$ cat config.mk
export PLATFORM = sky130hd
export DESIGN_NAME = accumulator_alu_8bit_core
export DESIGN_NICKNAME = d
export VERILOG_FILES = /design/src/hdl/aalu_pkg.sv /design/src/hdl/accumulator_alu_8bit_core.sv /design/src/hdl/aalu_exec.sv
export SDC_FILE = /design/constraint.sdc
export NUM_CORES = 1
export LEC_CHECK = 0
export BUFFER_PORTS_ARGS = -buffer_cell sky130_fd_sc_hd__buf_2
export CORE_MARGIN = 2
export CORE_UTILIZATION = 30
export DETAILED_ROUTE_END_ITERATION = 16
export PLACE_DENSITY_LB_ADDON = 0.25
export SYNTH_ARGS = -nofsm -noshare
export SYNTH_HDL_FRONTEND = slang
export SYNTH_SLANG_ARGS = --single-unit
$ cat constraint.sdc
create_clock -name clk_i -period 5.8 [get_ports clk_i]
set_clock_uncertainty 0.15 [all_clocks]
set_input_delay 0.58 -clock clk_i [delete_from_list [all_inputs] [get_ports clk_i]]
set_output_delay 0.58 -clock clk_i [all_outputs]
set_load 0.05 [all_outputs]
$ cat src/hdl/aalu_pkg.sv
`timescale 1ns / 1ps
`default_nettype none

package aalu_pkg;

  localparam int unsigned DataW = 8;
  localparam int unsigned OpW = 4;
  localparam logic [DataW-1:0] MaxRegIndex = 8'h09;
  localparam logic [DataW-1:0] ShiftLimit = 8'd8;

  typedef enum logic [OpW-1:0] {
    OP_ADD     = 4'd0,
    OP_SUB     = 4'd1,
    OP_AND     = 4'd2,
    OP_OR      = 4'd3,
    OP_XOR     = 4'd4,
    OP_NOT     = 4'd5,
    OP_SHR     = 4'd6,
    OP_SHL     = 4'd7,
    OP_CMP     = 4'd8,
    OP_REG_ADD = 4'd9,
    OP_REG_SUB = 4'd10,
    OP_REG_AND = 4'd11,
    OP_REG_OR  = 4'd12,
    OP_REG_XOR = 4'd13,
    OP_SWAP    = 4'd14
  } op_e;

  typedef struct packed {
    op_e              operation;
    logic [DataW-1:0] acc_in;
    logic [DataW-1:0] operand;
    logic [DataW-1:0] register_value;
    logic             zero_in;
    logic             carry_in;
    logic             equal_in;
  } in_t;

  typedef struct packed {
    logic [DataW-1:0] acc_out;
    logic             zero_out;
    logic             carry_out;
    logic             equal_out;
    logic             bad_register;
  } out_t;

endpackage

`default_nettype wire

$ cat src/hdl/accumulator_alu_8bit_core.sv
`timescale 1ns / 1ps
`default_nettype none

// 8-bit accumulator ALU.
// Input channel: in_valid_i / in_stall_o / in_data_i carry one operation with
// the accumulator, operand, register value and current flags. A transfer
// happens on a rising edge with valid high and stall low.
// Output channel: out_valid_o / out_stall_i / out_data_o return the new
// accumulator, the zero, carry and equal flags and the bad-register flag.
// Path: an operation passes the input register, the ALU logic and the result
// register before out_valid_o rises. Throughput: one operation per cycle while
// the receiver does not stall, set by the single ALU pass between the two
// register stages.
// When the receiver stalls, the result register holds; the input register
// takes one more transfer, then in_stall_o rises until the result leaves.
// Stall propagates combinationally from out_stall_i to in_stall_o.
// Reset clears both valid bits; nothing is in flight afterward.
module accumulator_alu_8bit_core (
  input  wire logic           clk_i,
  input  wire logic           rst_ni,
  input  wire logic           in_valid_i,
  output logic                in_stall_o,
  input  wire aalu_pkg::in_t  in_data_i,
  output logic                out_valid_o,
  input  wire logic           out_stall_i,
  output aalu_pkg::out_t      out_data_o
);
  import aalu_pkg::*;

  logic s1_valid_q, s1_valid_d;
  in_t  s1_data_q;
  logic s2_valid_q, s2_valid_d;
  out_t s2_data_q;
  out_t alu_res;
  logic s2_load;
  logic s1_load;

  aalu_exec u_exec (
    .op_i  (s1_data_q),
    .res_o (alu_res)
  );

  assign s2_load    = s1_valid_q && (!s2_valid_q || !out_stall_i);
  assign in_stall_o = s1_valid_q && !s2_load;
  assign s1_load    = in_valid_i && !in_stall_o;

  always_comb begin
    s1_valid_d = s1_valid_q;
    if (s1_load) begin
      s1_valid_d = 1'b1;
    end else if (s2_load) begin
      s1_valid_d = 1'b0;
    end
    s2_valid_d = s2_valid_q;
    if (s2_load) begin
      s2_valid_d = 1'b1;
    end else if (!out_stall_i) begin
      s2_valid_d = 1'b0;
    end
  end

  always_ff @(posedge clk_i or negedge rst_ni) begin
    if (!rst_ni) begin
      s1_valid_q <= 1'b0;
      s2_valid_q <= 1'b0;
    end else begin
      s1_valid_q <= s1_valid_d;
      s2_valid_q <= s2_valid_d;
    end
  end

  always_ff @(posedge clk_i) begin
    if (s1_load) begin
      s1_data_q <= in_data_i;
    end
    if (s2_load) begin
      s2_data_q <= alu_res;
    end
  end

  assign out_valid_o = s2_valid_q;
  assign out_data_o  = s2_data_q;

endmodule

`default_nettype wire

$ cat src/hdl/aalu_exec.sv
`timescale 1ns / 1ps
`default_nettype none

module aalu_exec (
  input  wire aalu_pkg::in_t op_i,
  output aalu_pkg::out_t     res_o
);
  import aalu_pkg::*;

  logic [DataW-1:0] acc;
  logic [DataW-1:0] b;
  logic [DataW:0]   sum;
  logic [DataW-1:0] diff;
  logic             borrow;
  logic             is_reg;
  logic             reg_ok;
  logic             shift_big;
  logic [DataW-1:0] acc_new;
  logic             set_zero;

  assign acc       = op_i.acc_in;
  assign is_reg    = (op_i.operation == OP_REG_ADD) || (op_i.operation == OP_REG_SUB) ||
                     (op_i.operation == OP_REG_AND) || (op_i.operation == OP_REG_OR) ||
                     (op_i.operation == OP_REG_XOR);
  assign b         = is_reg ? op_i.register_value : op_i.operand;
  assign sum       = {1'b0, acc} + {1'b0, b};
  assign diff      = acc - b;
  assign borrow    = b > acc;
  assign reg_ok    = op_i.operand <= MaxRegIndex;
  assign shift_big = op_i.operand >= ShiftLimit;

  always_comb begin
    acc_new            = acc;
    set_zero           = 1'b0;
    res_o.carry_out    = op_i.carry_in;
    res_o.equal_out    = op_i.equal_in;
    res_o.bad_register = 1'b0;
    unique case (op_i.operation)
      OP_ADD: begin
        acc_new         = sum[DataW-1:0];
        res_o.carry_out = sum[DataW];
        set_zero        = 1'b1;
      end
      OP_SUB: begin
        acc_new         = diff;
        res_o.carry_out = borrow;
        set_zero        = 1'b1;
      end
      OP_AND: begin
        acc_new  = acc & b;
        set_zero = 1'b1;
      end
      OP_OR: begin
        acc_new  = acc | b;
        set_zero = 1'b1;
      end
      OP_XOR: begin
        acc_new  = acc ^ b;
        set_zero = 1'b1;
      end
      OP_NOT: begin
        acc_new  = ~acc;
        set_zero = 1'b1;
      end
      OP_SHR: begin
        acc_new  = shift_big ? '0 : (acc >> op_i.operand[2:0]);
        set_zero = 1'b1;
      end
      OP_SHL: begin
        acc_new  = shift_big ? '0 : (acc << op_i.operand[2:0]);
        set_zero = 1'b1;
      end
      OP_CMP: begin
        res_o.equal_out = acc == op_i.operand;
      end
      OP_REG_ADD, OP_REG_SUB, OP_REG_AND, OP_REG_OR, OP_REG_XOR: begin
        if (!reg_ok) begin
          res_o.bad_register = 1'b1;
        end else begin
          set_zero = 1'b1;
          unique case (op_i.operation)
            OP_REG_ADD: begin
              acc_new         = sum[DataW-1:0];
              res_o.carry_out = sum[DataW];
            end
            OP_REG_SUB: begin
              acc_new         = diff;
              res_o.carry_out = borrow;
            end
            OP_REG_AND: begin
              acc_new         = acc & b;
              res_o.carry_out = sum[DataW];
            end
            OP_REG_OR: begin
              acc_new         = acc | b;
              res_o.carry_out = sum[DataW];
            end
            default: begin
              acc_new         = acc ^ b;
              res_o.carry_out = sum[DataW];
            end
          endcase
        end
      end
      OP_SWAP: begin
        acc_new = {acc[3:0], acc[7:4]};
      end
      default: begin
        acc_new = acc;
      end
    endcase
    res_o.acc_out  = acc_new;
    res_o.zero_out = set_zero ? (acc_new == '0) : op_i.zero_in;
  end

endmodule

`default_nettype wire
==> results.yml <==
critical_path:
  worstPathArrival_ps: 4410
  cp-end-kind: "flip-flop"
  crit_type: "flip-flop to flip-flop"
  startpoint_type: "flip-flop"
  critPathRequiredTime_ps: 5780
  cp_max_fo: 10
die:
  start_util_pct: 30.9
  die_area_um2: 15300
  core_area_um2: 13900
  die_y_um: 124
  row_count: 43
  die_x_um: 124
  io_pins: 49
timing:
  hold_violations: 0
  max_freq_mhz: 226
  rsz0062_at_grt: "no"
  fin_crit_ps: 4430
  tns_ps: 0
  slew_headroom_pct: 32.5
  postLayoutSetupSlackWorst_ps: 1370
  min_period_over_period_pct: 76.4
  setup_viol: 0
  worst_pin_slew_ps: 1010
  drv_slew: 0
placement:
  preCtsSetupSlack_ps: 1430
  dp_cells: 690
  place_hpwl_um: 10700
  gp_congestion: 1.00
  placed_cell_area_um2: 4610
  io_buffers: 48
logic_synthesis:
  syn_nets: 551
  synth-edff-count: 43
  postSynth.asyncResetShare_pct: 4.44
  avgSynthCellArea_um2: 8.79
  seq_area_frac_synth_pct: 31.2
  yosysTopAreaCell: "edfxtp_1"
  netlist_area_um2: 4300
  syn_inst: 489
  ys_ff_latch: 45
  synth_top_area_share_pct: 30.0
  synth-main-ff-cell: "edfxtp_1"
  yosys_warnings: 0
  synth_area_leaders: "edfxtp_1, ha_1, nand2_1"
  synth_cell_types: 81
global_routing:
  grt_max_degree: 50
  track_usage_pct: 19.2
  grt_first_pass_wirelength_um: 22000
  grt_overflow: 0
  antenna_found_initial: 0
  grt_pass1_vias: 3821
power:
  leakagePower_nw: 1.84
  vdd_drop_max_mv: 0.154
  power_density_nw_per_um2: 245
clock_tree:
  clk_path_buf_depth: 2
  clock-sinks: 45
  cts_root_buf: "clkbuf_16"
  cts-resized-gates: 0
  htreeDepth: 2
  clk_pin_slew_ps: 70
  cts_tree: "done"
  numCtsBuffers: 5
  insertion_delay_ps: 300
finish:
  nNetsFinal: 580
  area_growth_pct: 12.0
  stdcell_count: 699
  drive_gt1_share_pct: 17.7
  fin_util_pct: 34.6
  final_common_cell: "nand2_1"
  final_area_um2: 4820
  seq_area_um2: 1340
  layout_common_cells: "nand2_1, buf_2, edfxtp_1"
  antenna_cells: 0
  multi_input_area_um2: 2620
  fill_cells: 1417
outcome:
  status: "complete, no violations"
drt:
  dr.pass1.iters: 5
  detail_route.vias_per_cell: 5.78
  drt_iter0_drc: 454
  num_vias: 4040
  routed_wl_um: 14500
  final_antenna_net_count: 0
  route.detailed.drc: 0
  wl_per_cell_um: 20.7
flow_run:
  maxCapViolCount: 0
min_path:
  hp-class: "primary input to flip-flop"
sequential cells by signal, indices dropped and copies added, names as in the netlist:
signal,count
out_data_o,12
out_valid_o,1
s1_data_q,31
s1_valid_q,1
where the power goes:
| part | leakage (nW) | internal, mW | total (mW) | switching [mW] |
|---|---|---|---|---|
| combinational | 1.31 | 0.135 | 0.380 | 0.245 |
| sequential | 0.435 | 0.389 | 0.417 | 0.0289 |
| clock | 0.0944 | 0.249 | 0.382 | 0.134 |
worst max-delay path: stages, from the launching register on:
cell and delay, ps:
edfxtp_1 490, o31a_1 330, nand2_2 240, mux2_2 240, ha_1 170, inv_1 60
fa_1 430, nor2b_1 170, or2_1 220, a21oi_2 200, o221a_2 210, o22ai_1 60
or4_1 530, or4_1 560, o31ai_2 190
through the flow:
| stage | hold WS, ps | power, mW |
|---|---|---|
| after floorplan | 134 | 0.693 |
| after global placement | 215 | 0.794 |
| after detailed placement | 223 | 0.795 |
| after CTS | 301 | 1.18 |
| after global routing | 298 | 1.23 |
| final | 303 | 1.18 |
cell families after synthesis:
group,Yosys count,synth area share [%]
AO/OA/AOI/OAI,148,25.0
AND/OR/NAND/NOR,167,20.2
flip-flops,45,31.2
adder cells (fa/ha/maj),27,8.20
XOR/XNOR,15,3.06
multiplexers,17,4.48
buffers and inverters,70,7.86
synthesized netlist by cell type, types with 3 or more instances:
| cell | n |
|---|---|
| o21ai_1 | 6 |
| edfxtp_1 | 43 |
| o21ai_0 | 19 |
| xnor2_1 | 12 |
| a221oi_1 | 6 |
| and2_1 | 5 |
| nand2_1 | 54 |
| o22ai_1 | 8 |
| o221ai_1 | 4 |
| nor2_1 | 29 |
| nor3_1 | 7 |
| inv_1 | 35 |
| nand3_1 | 16 |
| mux2_2 | 8 |
| clkbuf_1 | 6 |
| a21oi_1 | 22 |
| buf_4 | 4 |
| a211oi_1 | 7 |
| o21a_1 | 5 |
| buf_2 | 18 |
| nand4_1 | 4 |
| xor2_1 | 3 |
| nand2_2 | 3 |
| mux2i_1 | 8 |
| buf_6 | 5 |
| a31oi_1 | 10 |
| o21bai_1 | 3 |
| nor2b_1 | 13 |
| nand2b_1 | 9 |
| nand3b_1 | 3 |
| or3_1 | 3 |
| o211ai_1 | 10 |
| a221o_1 | 5 |
| a22oi_1 | 3 |
| ha_1 | 25 |
| o31ai_1 | 3 |
| o31a_1 | 3 |
| a32oi_1 | 4 |
per-layer routing:
metal | track usage (%) | vias up | wire, um
met5 | 0 | - | 0
met3 | 3.53 | 29 | 1420
met4 | 6.96 | 0 | 348
li1 | - | 1885 | -
met2 | 29.2 | 230 | 6330
met1 | 27.2 | 1896 | 6360
repair_timing:
item / 4_1_cts / 5_1_grt
buffers inserted: 0 / 0
hold endpoints to repair: 2 / 0
endpoints found under the setup margin: 0 / 0
hold buffers: 1 / 0
final timing paths:
check / from / endpoint / slack [ps] / cells past startpoint
setup reg to reg: s1_data_q[28] / out_data_o[3] / 1370 / 14
hold reg to reg: s1_valid_q / out_valid_o / 340 / 1
min in group asynchronous: rst_ni / out_valid_o / 450 / 2
max in group asynchronous: rst_ni / s1_valid_q / 4960 / 2
hold / removal: in_data_i[11] / s1_data_q[11] / 300 / 1
setup / recovery: s1_data_q[28] / out_data_o[3] / 1370 / 14
layout make-up:
type / instances / share of cell area (%)
Sequential cell: 45 / 27.9
Timing Repair Buffer: 55 / 6.13
Multi-Input combinational cell: 374 / 54.4
Clock buffer: 5 / 2.60
Inverter: 37 / 2.88
Clock inverter: 3 / 1.43
Tap cell: 180 / 4.68
Power figures use the tool's default switching activity.
